--- config.mk ---
export PLATFORM = sky130hd
export DESIGN_NAME = cascaded_third_order_iir_lowpass
export DESIGN_NICKNAME = d
export VERILOG_FILES = /design/src/sv/c3iir_pkg.sv /design/src/sv/c3iir_da.sv /design/src/sv/c3iir_seq.sv /design/src/sv/cascaded_third_order_iir_lowpass.sv
export VERILOG_INCLUDE_DIRS = /design/src /design/src/sv
export SDC_FILE = /design/constraint.sdc
export NUM_CORES = 2
export LEC_CHECK = 0
export BUFFER_PORTS_ARGS = -buffer_cell sky130_fd_sc_hd__buf_2
export CORE_ASPECT_RATIO = 0.9
export CORE_MARGIN = 4
export CORE_UTILIZATION = 26
export DETAILED_ROUTE_END_ITERATION = 16
export PLACE_DENSITY = 0.46
export SLEW_MARGIN = 10
export SYNTH_ARGS = -nofsm -noshare
export SYNTH_HDL_FRONTEND = slang
export SYNTH_HIERARCHICAL = 1
export SYNTH_SLANG_ARGS = --single-unit
--- constraint.sdc ---
create_clock -name clk -period 11.21 [get_ports clk]
set_input_delay 1.121 -clock clk [delete_from_list [all_inputs] [get_ports clk]]
set_output_delay 1.121 -clock clk [all_outputs]
set_load 0.01 [all_outputs]
--- src/sv/cascaded_third_order_iir_lowpass_macros.svh ---
// assertion macros used by the lowpass filter engine module
// expects clk and rst_n in the scope of each use
`ifndef CASCADED_THIRD_ORDER_IIR_LOWPASS_MACROS_SVH
`define CASCADED_THIRD_ORDER_IIR_LOWPASS_MACROS_SVH

// same-cycle implication, disabled in reset
`define C3IIR_ASSERT_IMP(lbl, ante, cons, msg) \
  lbl: assert property (@(posedge clk) disable iff (!rst_n) (ante) |-> (cons)) \
    else $error(msg);

// next-cycle implication, disabled in reset
`define C3IIR_ASSERT_NXT(lbl, ante, cons, msg) \
  lbl: assert property (@(posedge clk) disable iff (!rst_n) (ante) |=> (cons)) \
    else $error(msg);

`endif

--- src/sv/c3iir_pkg.sv ---
// package for the cascaded third-order iir lowpass filter
// widths, fixed-point coefficients, types and the distributed-arithmetic term function
// no dependencies
package c3iir_pkg;

  localparam int STATE_W     = 56;
  localparam int FRAC_W      = 32;
  localparam int SAMPLE_W    = 16;
  localparam int COEF_SHIFT  = 30;
  localparam int RECIP_SHIFT = 50;

  localparam int SHIFT_IN  = RECIP_SHIFT - FRAC_W;
  localparam int SHIFT_SEC = COEF_SHIFT;
  localparam int SHIFT_MID = RECIP_SHIFT;

  localparam int DA_OPS = 7;
  localparam int CNT_W  = $clog2(STATE_W);
  localparam int DA_TW  = 37;
  localparam int DA_PW  = 38;
  localparam int SUM_W  = DA_PW + 1;
  localparam int RES_W  = DA_PW + STATE_W;
  localparam int RND_W  = STATE_W - FRAC_W + 1;

  localparam int OP_X0 = 0;
  localparam int OP_X1 = 1;
  localparam int OP_X2 = 2;
  localparam int OP_X3 = 3;
  localparam int OP_Y0 = 4;
  localparam int OP_Y1 = 5;
  localparam int OP_Y2 = 6;

  localparam logic [63:0] C0_U =
    (64'd9376118463 * 64'd1048576 + 64'd4882812) / 64'd9765625;
  localparam logic [63:0] C1_U =
    (64'd28735581964 * 64'd1048576 + 64'd4882812) / 64'd9765625;
  localparam logic [63:0] C2_U =
    (64'd29359283717 * 64'd1048576 + 64'd4882812) / 64'd9765625;
  localparam logic [63:0] RECIP_NUM = (64'd10000 << RECIP_SHIFT) + 64'd2224887836;
  localparam logic [63:0] RECIP_U   = RECIP_NUM / 64'd4449775673;
  localparam logic [63:0] UNIT_U    = 64'd1 << COEF_SHIFT;
  localparam logic [63:0] TRIPLE_U  = 64'd3 << COEF_SHIFT;

  localparam logic [DA_TW-1:0]        C1_MAG      = C1_U[DA_TW-1:0];
  localparam logic signed [DA_TW-1:0] COEF_C0     = C0_U[DA_TW-1:0];
  localparam logic signed [DA_TW-1:0] COEF_C1     = -C1_MAG;
  localparam logic signed [DA_TW-1:0] COEF_C2     = C2_U[DA_TW-1:0];
  localparam logic signed [DA_TW-1:0] COEF_UNIT   = UNIT_U[DA_TW-1:0];
  localparam logic signed [DA_TW-1:0] COEF_TRIPLE = TRIPLE_U[DA_TW-1:0];
  localparam logic signed [DA_TW-1:0] GAIN_RECIP  = RECIP_U[DA_TW-1:0];

  typedef logic signed [STATE_W-1:0] st_word_t;
  typedef logic [DA_OPS-1:0][STATE_W-1:0] da_ops_t;
  typedef logic [2:0][STATE_W-1:0] hist_t;

  typedef enum logic [1:0] {
    MODE_SCALE_IN,
    MODE_SEC,
    MODE_SCALE_MID
  } da_mode_t;

  typedef struct packed {
    logic     start;
    da_mode_t mode;
  } da_cmd_t;

  typedef enum logic [2:0] {
    ST_IDLE,
    ST_SCALE_IN,
    ST_SEC1,
    ST_SCALE_MID,
    ST_SEC2,
    ST_DONE
  } seq_state_t;

  // weighted sum of coefficients with operand bit set; scale modes: GAIN_RECIP if x3
  function automatic logic signed [DA_TW-1:0] da_term(input da_mode_t mode,
                                                      input logic [DA_OPS-1:0] bits);
    logic signed [DA_TW-1:0] t;
    t = '0;
    if (mode == MODE_SEC) begin
      if (bits[OP_X0]) t = t + COEF_UNIT;
      if (bits[OP_X1]) t = t + COEF_TRIPLE;
      if (bits[OP_X2]) t = t + COEF_TRIPLE;
      if (bits[OP_X3]) t = t + COEF_UNIT;
      if (bits[OP_Y0]) t = t + COEF_C0;
      if (bits[OP_Y1]) t = t + COEF_C1;
      if (bits[OP_Y2]) t = t + COEF_C2;
    end else if (bits[OP_X3]) begin
      t = GAIN_RECIP;
    end
    return t;
  endfunction

  function automatic logic [CNT_W-1:0] rnd_shift(input da_mode_t mode);
    logic [CNT_W-1:0] n;
    unique case (mode)
      MODE_SCALE_IN:  n = CNT_W'(SHIFT_IN);
      MODE_SCALE_MID: n = CNT_W'(SHIFT_MID);
      default:        n = CNT_W'(SHIFT_SEC);
    endcase
    return n;
  endfunction

endpackage

--- src/sv/c3iir_da.sv ---
// bit-serial distributed-arithmetic inner product engine
// seven operands shifted lsb first, rounded rescale and saturation at the end
// depends on c3iir_pkg and the assertion macro header
`include "cascaded_third_order_iir_lowpass_macros.svh"

module c3iir_da (
  input  logic                clk,
  input  logic                rst_n,
  input  c3iir_pkg::da_cmd_t  cmd,
  input  c3iir_pkg::da_ops_t  ops,
  output c3iir_pkg::st_word_t res,
  output logic                done
);
  import c3iir_pkg::*;

  logic                    busy_r, busy_nxt;
  logic                    done_r, done_nxt;
  logic [CNT_W-1:0]        cnt_r, cnt_nxt;
  da_mode_t                mode_r, mode_nxt;
  da_ops_t                 opsr_r, opsr_nxt;
  logic signed [DA_PW-1:0] p_r, p_nxt;
  logic [STATE_W-1:0]      low_r, low_nxt;
  st_word_t                res_r, res_nxt;

  logic [DA_OPS-1:0]       tap;
  logic signed [DA_TW-1:0] term;
  logic [DA_TW-1:0]        addend;
  logic                    is_last;
  logic                    rnd_in;
  logic [CNT_W-1:0]        shift_n;
  logic signed [SUM_W-1:0] sum;
  logic signed [DA_PW-1:0] p_step;
  logic [STATE_W-1:0]      low_step;
  logic signed [RES_W-1:0] full;
  logic signed [RES_W-1:0] shifted;
  logic [RES_W-STATE_W:0]  upper;
  st_word_t                sat_val;

  always_comb begin
    for (int k = 0; k < DA_OPS; k++) begin
      tap[k] = opsr_r[k][0];
    end
    term     = da_term(mode_r, tap);
    is_last  = (cnt_r == CNT_W'(STATE_W - 1));
    shift_n  = rnd_shift(mode_r);
    rnd_in   = (cnt_r == shift_n - 1'b1);
    // sign bit of every operand carries negative weight
    addend   = is_last ? ~term : term;
    sum      = SUM_W'(p_r) + {{(SUM_W-DA_TW){addend[DA_TW-1]}}, addend}
             + SUM_W'(is_last) + SUM_W'(rnd_in);
    p_step   = sum[SUM_W-1:1];
    low_step = {sum[0], low_r[STATE_W-1:1]};
    full     = {p_step, low_step};
    shifted  = full >>> shift_n;
    upper    = shifted[RES_W-1:STATE_W-1];
    if ((&upper) || !(|upper)) begin
      sat_val = shifted[STATE_W-1:0];
    end else if (shifted[RES_W-1]) begin
      sat_val = {1'b1, {(STATE_W-1){1'b0}}};
    end else begin
      sat_val = {1'b0, {(STATE_W-1){1'b1}}};
    end
  end

  always_comb begin
    busy_nxt = busy_r;
    done_nxt = 1'b0;
    cnt_nxt  = cnt_r;
    mode_nxt = mode_r;
    opsr_nxt = opsr_r;
    p_nxt    = p_r;
    low_nxt  = low_r;
    res_nxt  = res_r;
    if (cmd.start) begin
      busy_nxt = 1'b1;
      cnt_nxt  = '0;
      mode_nxt = cmd.mode;
      opsr_nxt = ops;
      p_nxt    = '0;
    end else if (busy_r) begin
      cnt_nxt = cnt_r + 1'b1;
      p_nxt   = p_step;
      low_nxt = low_step;
      for (int k = 0; k < DA_OPS; k++) begin
        opsr_nxt[k] = {1'b0, opsr_r[k][STATE_W-1:1]};
      end
      if (is_last) begin
        busy_nxt = 1'b0;
        done_nxt = 1'b1;
        res_nxt  = sat_val;
      end
    end
  end

  always_ff @(posedge clk) begin
    if (!rst_n) begin
      busy_r <= 1'b0;
      done_r <= 1'b0;
      cnt_r  <= '0;
      mode_r <= MODE_SEC;
    end else begin
      busy_r <= busy_nxt;
      done_r <= done_nxt;
      cnt_r  <= cnt_nxt;
      mode_r <= mode_nxt;
    end
  end

  always_ff @(posedge clk) begin
    opsr_r <= opsr_nxt;
    p_r    <= p_nxt;
    low_r  <= low_nxt;
    res_r  <= res_nxt;
  end

  assign res  = res_r;
  assign done = done_r;

  `C3IIR_ASSERT_IMP(a_start_idle, cmd.start, !busy_r, "engine started while busy")
  `C3IIR_ASSERT_NXT(a_last_done, busy_r && is_last && !cmd.start, done_r && !busy_r, "pass did not end after the sign bit")
  `C3IIR_ASSERT_IMP(a_done_after_run, done_r, $past(busy_r) && !busy_r, "done without a pass")

endmodule

--- src/sv/c3iir_seq.sv ---
// sequencer for the two filter sections and the gain scaling passes
// holds input and output histories, drives the bit-serial engine
// depends on c3iir_pkg and c3iir_da
module c3iir_seq (
  input  logic                                clk,
  input  logic                                rst_n,
  input  logic                                go,
  input  logic signed [c3iir_pkg::SAMPLE_W-1:0] sample,
  output logic                                ready,
  output logic                                res_valid,
  input  logic                                res_take,
  output c3iir_pkg::st_word_t                 y
);
  import c3iir_pkg::*;

  seq_state_t state_r, state_nxt;
  hist_t      xa_r, xa_nxt;
  hist_t      ya_r, ya_nxt;
  hist_t      xb_r, xb_nxt;
  hist_t      yb_r, yb_nxt;

  da_cmd_t    cmd;
  da_ops_t    ops;
  st_word_t   da_res;
  logic       da_done;

  c3iir_da u_da (
    .clk  (clk),
    .rst_n(rst_n),
    .cmd  (cmd),
    .ops  (ops),
    .res  (da_res),
    .done (da_done)
  );

  always_comb begin
    state_nxt = state_r;
    unique case (state_r)
      ST_IDLE:      if (go) state_nxt = ST_SCALE_IN;
      ST_SCALE_IN:  if (da_done) state_nxt = ST_SEC1;
      ST_SEC1:      if (da_done) state_nxt = ST_SCALE_MID;
      ST_SCALE_MID: if (da_done) state_nxt = ST_SEC2;
      ST_SEC2:      if (da_done) state_nxt = ST_DONE;
      ST_DONE:      if (res_take) state_nxt = ST_IDLE;
      default:      state_nxt = ST_IDLE;
    endcase
  end

  always_comb begin
    cmd.start = 1'b0;
    cmd.mode  = MODE_SEC;
    ops       = '0;
    ready     = 1'b0;
    res_valid = 1'b0;
    unique case (state_r)
      ST_IDLE: begin
        ready = 1'b1;
        if (go) begin
          cmd.start  = 1'b1;
          cmd.mode   = MODE_SCALE_IN;
          ops[OP_X3] = {{(STATE_W-SAMPLE_W){sample[SAMPLE_W-1]}}, sample};
        end
      end
      ST_SCALE_IN: begin
        if (da_done) begin
          cmd.start  = 1'b1;
          cmd.mode   = MODE_SEC;
          ops[OP_X0] = xa_r[0];
          ops[OP_X1] = xa_r[1];
          ops[OP_X2] = xa_r[2];
          ops[OP_X3] = da_res;
          ops[OP_Y0] = ya_r[0];
          ops[OP_Y1] = ya_r[1];
          ops[OP_Y2] = ya_r[2];
        end
      end
      ST_SEC1: begin
        if (da_done) begin
          cmd.start  = 1'b1;
          cmd.mode   = MODE_SCALE_MID;
          ops[OP_X3] = da_res;
        end
      end
      ST_SCALE_MID: begin
        if (da_done) begin
          cmd.start  = 1'b1;
          cmd.mode   = MODE_SEC;
          ops[OP_X0] = xb_r[0];
          ops[OP_X1] = xb_r[1];
          ops[OP_X2] = xb_r[2];
          ops[OP_X3] = da_res;
          ops[OP_Y0] = yb_r[0];
          ops[OP_Y1] = yb_r[1];
          ops[OP_Y2] = yb_r[2];
        end
      end
      ST_DONE: begin
        res_valid = 1'b1;
      end
      default: begin
        res_valid = 1'b0;
      end
    endcase
  end

  // histories shift as each pass result lands, index 0 oldest
  always_comb begin
    xa_nxt = xa_r;
    ya_nxt = ya_r;
    xb_nxt = xb_r;
    yb_nxt = yb_r;
    if (da_done) begin
      unique case (state_r)
        ST_SCALE_IN:  xa_nxt = {da_res, xa_r[2], xa_r[1]};
        ST_SEC1:      ya_nxt = {da_res, ya_r[2], ya_r[1]};
        ST_SCALE_MID: xb_nxt = {da_res, xb_r[2], xb_r[1]};
        ST_SEC2:      yb_nxt = {da_res, yb_r[2], yb_r[1]};
        default:      xa_nxt = xa_r;
      endcase
    end
  end

  always_ff @(posedge clk) begin
    if (!rst_n) begin
      state_r <= ST_IDLE;
      xa_r    <= '0;
      ya_r    <= '0;
      xb_r    <= '0;
      yb_r    <= '0;
    end else begin
      state_r <= state_nxt;
      xa_r    <= xa_nxt;
      ya_r    <= ya_nxt;
      xb_r    <= xb_nxt;
      yb_r    <= yb_nxt;
    end
  end

  assign y = da_res;

endmodule

--- src/sv/cascaded_third_order_iir_lowpass.sv ---
// cascaded third-order iir lowpass, top level with stream handshakes
// each input transaction runs four bit-serial passes in the shared engine, then the
// result is rounded into the output register; a new sample is accepted only after
// the previous result has been taken into the output register
// rst_n synchronous active low clears all histories; in_tready is high right after reset
module cascaded_third_order_iir_lowpass (
  input  logic                          clk,
  input  logic                          rst_n,
  input  logic                          in_tvalid,
  output logic                          in_tready,
  input  logic [c3iir_pkg::SAMPLE_W-1:0]  in_tdata,   // [15:0] sample_in
  output logic                          out_tvalid,
  input  logic                          out_tready,
  output logic [c3iir_pkg::SAMPLE_W-1:0]  out_tdata   // [15:0] sample_out
);
  import c3iir_pkg::*;

  logic                       go;
  logic                       seq_ready;
  logic                       res_valid;
  logic                       res_take;
  st_word_t                   y;

  logic signed [RND_W:0]      rnd_sum;
  logic signed [RND_W-1:0]    rnd_val;
  logic [RND_W-SAMPLE_W:0]    hi_bits;
  logic [SAMPLE_W-1:0]        sat_out;

  logic                       out_valid_r, out_valid_nxt;
  logic [SAMPLE_W-1:0]        out_data_r, out_data_nxt;

  assign in_tready = seq_ready;
  assign go        = in_tvalid & seq_ready;

  c3iir_seq u_seq (
    .clk      (clk),
    .rst_n    (rst_n),
    .go       (go),
    .sample   (signed'(in_tdata)),
    .ready    (seq_ready),
    .res_valid(res_valid),
    .res_take (res_take),
    .y        (y)
  );

  // round half up at the fraction point, then saturate to the sample range
  always_comb begin
    rnd_sum = {y[STATE_W-1], y[STATE_W-1:FRAC_W-1]} + (RND_W+1)'(1);
    rnd_val = rnd_sum[RND_W:1];
    hi_bits = rnd_val[RND_W-1:SAMPLE_W-1];
    if ((&hi_bits) || !(|hi_bits)) begin
      sat_out = rnd_val[SAMPLE_W-1:0];
    end else if (rnd_val[RND_W-1]) begin
      sat_out = {1'b1, {(SAMPLE_W-1){1'b0}}};
    end else begin
      sat_out = {1'b0, {(SAMPLE_W-1){1'b1}}};
    end
  end

  assign res_take = res_valid && (!out_valid_r || out_tready);

  always_comb begin
    out_valid_nxt = out_valid_r;
    out_data_nxt  = out_data_r;
    if (res_take) begin
      out_valid_nxt = 1'b1;
      out_data_nxt  = sat_out;
    end else if (out_tready) begin
      out_valid_nxt = 1'b0;
    end
  end

  always_ff @(posedge clk) begin
    if (!rst_n) begin
      out_valid_r <= 1'b0;
    end else begin
      out_valid_r <= out_valid_nxt;
    end
  end

  always_ff @(posedge clk) begin
    out_data_r <= out_data_nxt;
  end

  assign out_tvalid = out_valid_r;
  assign out_tdata  = out_data_r;

endmodule
## After elaboration in Yosys (flattened, before gate mapping)

Index checks and enable logic that the tools add are counted.

- Flip-flop bits (word level): 1,244
- Input port bits: 20
- Output and inout bits: 18
- Logic and storage cells: 136

- $add $sub $neg: 12
- Equal/unequal tests: 15
- Shift-type cells: 1
- Multiplexer cells: 49
- Bitwise gates (word level): 5
- Reduce and logical (&&, ||, !) cells: 25

Operators by type and width:

| kind | number |
|---|---|
| $mux 392 | 4 |
| $pmux 168 s2 | 2 |
| $mux 37 | 14 |
| $mux 56 | 4 |
| $pmux 56 s4 | 1 |
| $add 37x33->37 const B | 4 |
| $sshr 94x6->94 | 1 |
| $add 39x1->39 | 2 |
| $add 38x37->39 | 1 |
| $reduce_and 39->1 | 1 |
| $reduce_or 39->1 | 1 |
| $add 37x31->37 const B | 1 |
| $add 37x32->37 const B | 1 |
| $not 37->37 | 1 |
| $mux 16 | 2 |
| $mux 32 | 1 |
| $mux 31 | 1 |
| $mux 3 | 9 |
| $add 25x2->26 const B | 1 |
| $pmux 3 s6 | 1 |
| $ne 2x2->1 const B | 6 |
| $pmux 6 s2 | 1 |
| $reduce_and 10->1 | 1 |
| $reduce_and 2->1 | 5 |
| 24 further kinds | 41 |

## Longest topological paths before layout

- Depth after elaboration: 30
- Depth in mapped cells: 29
- Mapped depth without buffers: 27

## Hierarchy

The synthesis kept the hierarchy.

By module, submodules not included:

| module | times used | cells an instance | area each (µm²) | seq. area each (µm²) |
|---|---|---|---|---|
| c3iir_seq | 1 | 3,753 | 30,299.1 | 13,513.0 |
| c3iir_da | 1 | 1,961 | 27,082.2 | 15,524.9 |
| cascaded_third_order_iir_lowpass | 1 | 123 | 1,238.7 | 500.5 |

## Worst setup path after synthesis

Ideal clock, no wire load.

- Kind: register to register
- Start: reg u_seq.state_r[1]
- End: reg u_seq/u_da/opsr_r[0] (netlist name), enable pin
- Setup time: 0.738 ns
- Arrival time: 10.525 ns
- Required time: 10.472 ns
- Setup slack: -0.053 ns
- Stages on the path, launching flop included: 16
- Buffers on the path: 8
- Period minus slack after synthesis: 11.263 ns
- Path through: dfxtp_1 > buf_4 > buf_4 > buf_4 > buf_2 > nor3_1 > and2_1 > nor4b_4 > buf_2 > nor2_1 > nand2_1 > clkbuf_1 > clkbuf_1 > nor2_1 > clkbuf_1 > inv_1

RTL lines:

| what | line | text |
|---|---|---|
| start: declaration | c3iir_seq.sv:16 | `seq_state_t state_r, state_nxt;` |
| start signal: assignment | c3iir_seq.sv:131 | `state_r <= state_nxt;` |
| end signal: assignment | c3iir_da.sv:110 | `opsr_r <= opsr_nxt;` |
| end: declaration | c3iir_da.sv:20 | `da_ops_t opsr_r, opsr_nxt;` |

## Worst setup path in the final report

- Start: reg u_seq/u_da/opsr_r[0] (netlist name)
- End: reg u_seq.u_da.res_r[3], in the netlist u_seq/u_da/res[3] (data pin)

- Cells in the longest elaborated chain, start to end: 30
- Elaborated cells between the ends (all ways): 32
- Those cells by class: 9 x add/sub; 1 x shift; 17 x mux; 1 x bitwise; 4 x reduce/logical

Ends and longest elaborated chain:

| what | line | text |
|---|---|---|
| $mux 31 (*) | c3iir_pkg.sv:81 | `if (bits[OP_X0]) t = t + COEF_UNIT;` |
| $mux 37 (*) | c3iir_pkg.sv:80 | `if (mode == MODE_SEC) begin` |
| $add 37x33->37 | c3iir_pkg.sv:82 | `if (bits[OP_X1]) t = t + COEF_TRIPLE;` |
| $mux 37 (*) | c3iir_pkg.sv:82 |  |
| $mux 37 (*) | c3iir_pkg.sv:80 |  |
| $add 37x33->37 | c3iir_pkg.sv:83 | `if (bits[OP_X2]) t = t + COEF_TRIPLE;` |
| $mux 37 (*) | c3iir_pkg.sv:83 |  |
| $mux 37 (*) | c3iir_pkg.sv:80 |  |
| [14 not listed] | -- |  |
| $add 38x37->39 (*) | c3iir_da.sv:49 | `sum = SUM_W'(p_r) + {{(SUM_W-DA_TW){addend[DA_TW-1]}}, addend}` |
| $add 39x1->39 (*) (2 in a row) | c3iir_da.sv:50 | `+ SUM_W'(is_last) + SUM_W'(rnd_in);` |
| $sshr 94x6->94 (*) | c3iir_da.sv:54 | `shifted = full >>> shift_n;` |
| $reduce_or 39->1 | c3iir_da.sv:56 | `if ((&upper) \|\| !(\|upper)) begin` |
| $logic_not 1->1 | c3iir_da.sv:56 |  |
| $logic_or 1x1->1 | c3iir_da.sv:56 |  |
| $mux 56 (*) | c3iir_da.sv:56 |  |
| named net u_seq.u_da.sat_val[3] | c3iir_da.sv:37 | `st_word_t sat_val;` |
| end signal: assignment | c3iir_da.sv:113 | `res_r <= res_nxt;` |
| end: declaration | c3iir_da.sv:23 | `st_word_t res_r, res_nxt;` |

The timed path passes the listed nets; every way through them passes the cells marked *. The select of a mux whose other input is x is not followed.
A chain may end at the register's enable or synchronous reset.

==> metrics <==
CP max stage cell=buf_4; crit path max fanout=55; Setup-failing EPs final=0; Wirelength per Cell=17.6 um; via count=40600; Nets=5740; GR Overflow Total=0; Post-CTS Setup Inserts=0; Buf/Inv on CP=2; DRC=0; Worst EP required=11680 ps; CP Data Arrival Time=7660 ps; CTS tree=done; Cells after Synth=5837; post-route ant nets=0; leading area contributor after synthesis=edfxtp_1; Hold WC Path Type=reg2reg; status=finished clean; Syn. warnings=6; share of layout cells above drive strength 1=13.9%; Mean Syn Cell Area=10.0 um^2; Syn Std Cell Area=58600 um^2; library cells used by synthesis=100; area of the multi-input gates=26800 um^2; VDD IR max=0.113 mV; DR iter-0 viols=2641; DR top layer=met4; unrepaired setup endpoints after global routing=no; Mapped Nets=5955; hold buffers post-CTS=0; Sw Share=31.2%; leakage=21.3 nW; TNS Setup=0 ps; Main synth FF type=dfxtp_1; gpl congestion=0.858; max_cap viols=0; first-pass GRT wire length=242000 um; drt first pass iters=8; die height=458 um; io pins=38; Synth Area in Compound Gates=12.3%; placed insts=8489; mux contribution to synthesized area=14.2%; Area contributors post-synth=edfxtp_1 26%, dfxtp_1 25%, nand2_1 7.9%, mux2_2 7.5%, mux2i_1 6.7%; dpl hpwl=88500 um; clock group share of total power=35.1%; sequential element share of the synthesized area=50.4%; setup ws final=4020 ps; Num CTS Buffers=137; GRT Total Usage=12.9%; Setup CP Type=reg2reg; Worst Tran Pin Value=1130 ps; antenna violations before repair=1; number of I/O port buffers=37; Post-Layout Cell Count=8743; power density over the cells=189 nW/um^2; area grow syn2layout=11.4%; Switch Pwr=3.86 mW; Slew HR=24.5%; Ant. Diodes=0; vias in the first global route=40500; fin crit share=64.2%; Post-Synth Adder-Cell Area=2.12%; clock buffer depth=3; Yosys reg bits=1225; post-synthesis simple-gate area fraction=15.2%; CP top delay family=compound AO/OA/AOI/OAI gates; M1 WL=73900 um; CP peak stage delay=680 ps; type of element capturing the critical path=flip-flop; largest net degree at the start of global routing=260; root buf cell=clkbuf_16; Post-CTS Resized=0; clock slew seen by the registers of the worst setup and hold paths=60 ps; Synth async-reset ratio=0%; Hold Vio Cnt, Final=0; Sequential Power Share=42.4%; register area=29500 um^2; xor-xnor portion of the synthesized cell area=1.63%; die width=509 um; die area=233000 um^2; initial core utilization=26.1%; CP dominant cell by count=ha_1; TritonCTS Sinks=1225; most common cell after layout, fill and taps aside=nand2_1; Slew Limit Fails=0; met3 WL=5650 um; most frequent cells in the layout=1236 x nand2_1, 721 x dfxtp_1, 501 x edfxtp_1; post-synth top area share=25.7%; FP Rows=165; shortest period the worst path allows=7190 ps; CTS HTree Levels=4; via/cell ratio=4.64; Post-synth EDFFs=501; Worst-Skew Late Latency=780 ps; CP Launch Type=flip-flop; Fill cells=23400; Max Fclk=0.139 GHz; largest family of logic cells by synthesized area=simple AND/OR/NAND/NOR gates; met2 wire length=71700 um; combinational power share=22.5%; dpl ws=4100 ps; core area=224000 um^2; drt total wl=154000 um; P_int=8.51 mW; Worst Clk Skew=31.8 ps
==> flip-flops by register name, indices dropped and copies added, names as in the netlist, 16 cells and up <==
register,cells
out_tdata,16
u_seq/u_da/low_r,37
u_seq/u_da/opsr_r,392
u_seq/u_da/p_r,38
u_seq/u_da/res,56
u_seq/xa_r,168
u_seq/xb_r,168
u_seq/ya_r,168
u_seq/yb_r,168
==> path summary, 6_finish.rpt <==
kind	from	end	slack, ps	cells past startpoint
hold / removal	u_seq/xa_r[21]	u_seq/xa_r[21]	440	2
setup reg to reg	u_seq/u_da/opsr_r[0]	u_seq/u_da/res[3]	4020	25
setup / recovery	u_seq/u_da/opsr_r[0]	u_seq/u_da/res[3]	4020	25
hold reg to reg	u_seq/xa_r[21]	u_seq/xa_r[21]	440	2
==> layout make-up <==
cell class	count	area share (%)
repair buffers	103	1.17
inverters	30	0.186
clock buffers	216	6.08
flip-flops and latches	1225	45.3
clock inverters	38	0.506
multi-input cells	4125	41.0
well taps	3006	5.76
==> cell families after synthesis <==
group | count (synthesis)
AND/OR/NAND/NOR | 2146
XOR/XNOR | 108
adder cells (fa/ha/maj) | 98
multiplexers | 782
AO/OA/AOI/OAI | 991
buffers and inverters | 487
flip-flops | 1225
==> per-stage QoR <==
step	utilization [%]	cell area [um^2]	power [mW]	hold slack [ps]
2_1_floorplan	-	58600	7.30	426
3_3_place_gp	27.2	61000	8.09	431
3_5_place_dp	27.2	61000	8.10	434
4_1_cts	29.1	65300	12.5	449
5_1_grt	29.1	65300	13.0	464
6_report	29.1	65300	12.4	445
==> cell usage after synthesis (4+ instances only) <==
cell       instances
ha_1              96
nor2b_1           16
mux2i_1          393
dfxtp_1          724
nand2b_1          14
xnor2_1           73
nand2_1         1237
a21oi_2           13
a31oi_1           11
o21bai_1           4
buf_4             31
o21a_1             9
mux2_2           389
buf_1             23
xor2_1            34
a221oi_1          14
a21oi_1          119
nand3_1          304
a211oi_1           9
o2bb2ai_1          6
o21ai_2           54
a21boi_1         249
clkbuf_1         192
nor3_1            16
a21o_1            61
nor2_1           457
edfxtp_1         501
o21ai_0           84
buf_2            179
inv_1             28
o21ai_1           13
a22o_1            36
and2_1            20
nand4_1           27
a21boi_0         255
o211ai_1           9
and3_1            12
buf_6             31
and4_1             5
==> power by group through the flow <==
stage	registers (mW)	clock network, mW	logic, mW
floorplan	5.30	0	2.01
global placement	5.34	0	2.74
detailed placement	5.34	0	2.76
CTS	5.25	4.50	2.77
global route	5.27	4.68	3.00
finish	5.25	4.34	2.78
==> routing by layer <==
| layer | GRT usage (%) | vias to the layer above |
|---|---|---|
| li1 | - | 19900 |
| met1 | 17.7 | 19900 |
| met2 | 21.4 | 622 |
| met3 | 2.00 | 171 |
| met4 | 2.77 | 0 |
| met5 | 0 | - |
==> tightest hold or removal path, cell delays in order, from the launching register on <==
cell and delay, ps:
dfxtp_1 300, nand3_1 60, nand2_1 40
(Power assumes the default switching activity.)
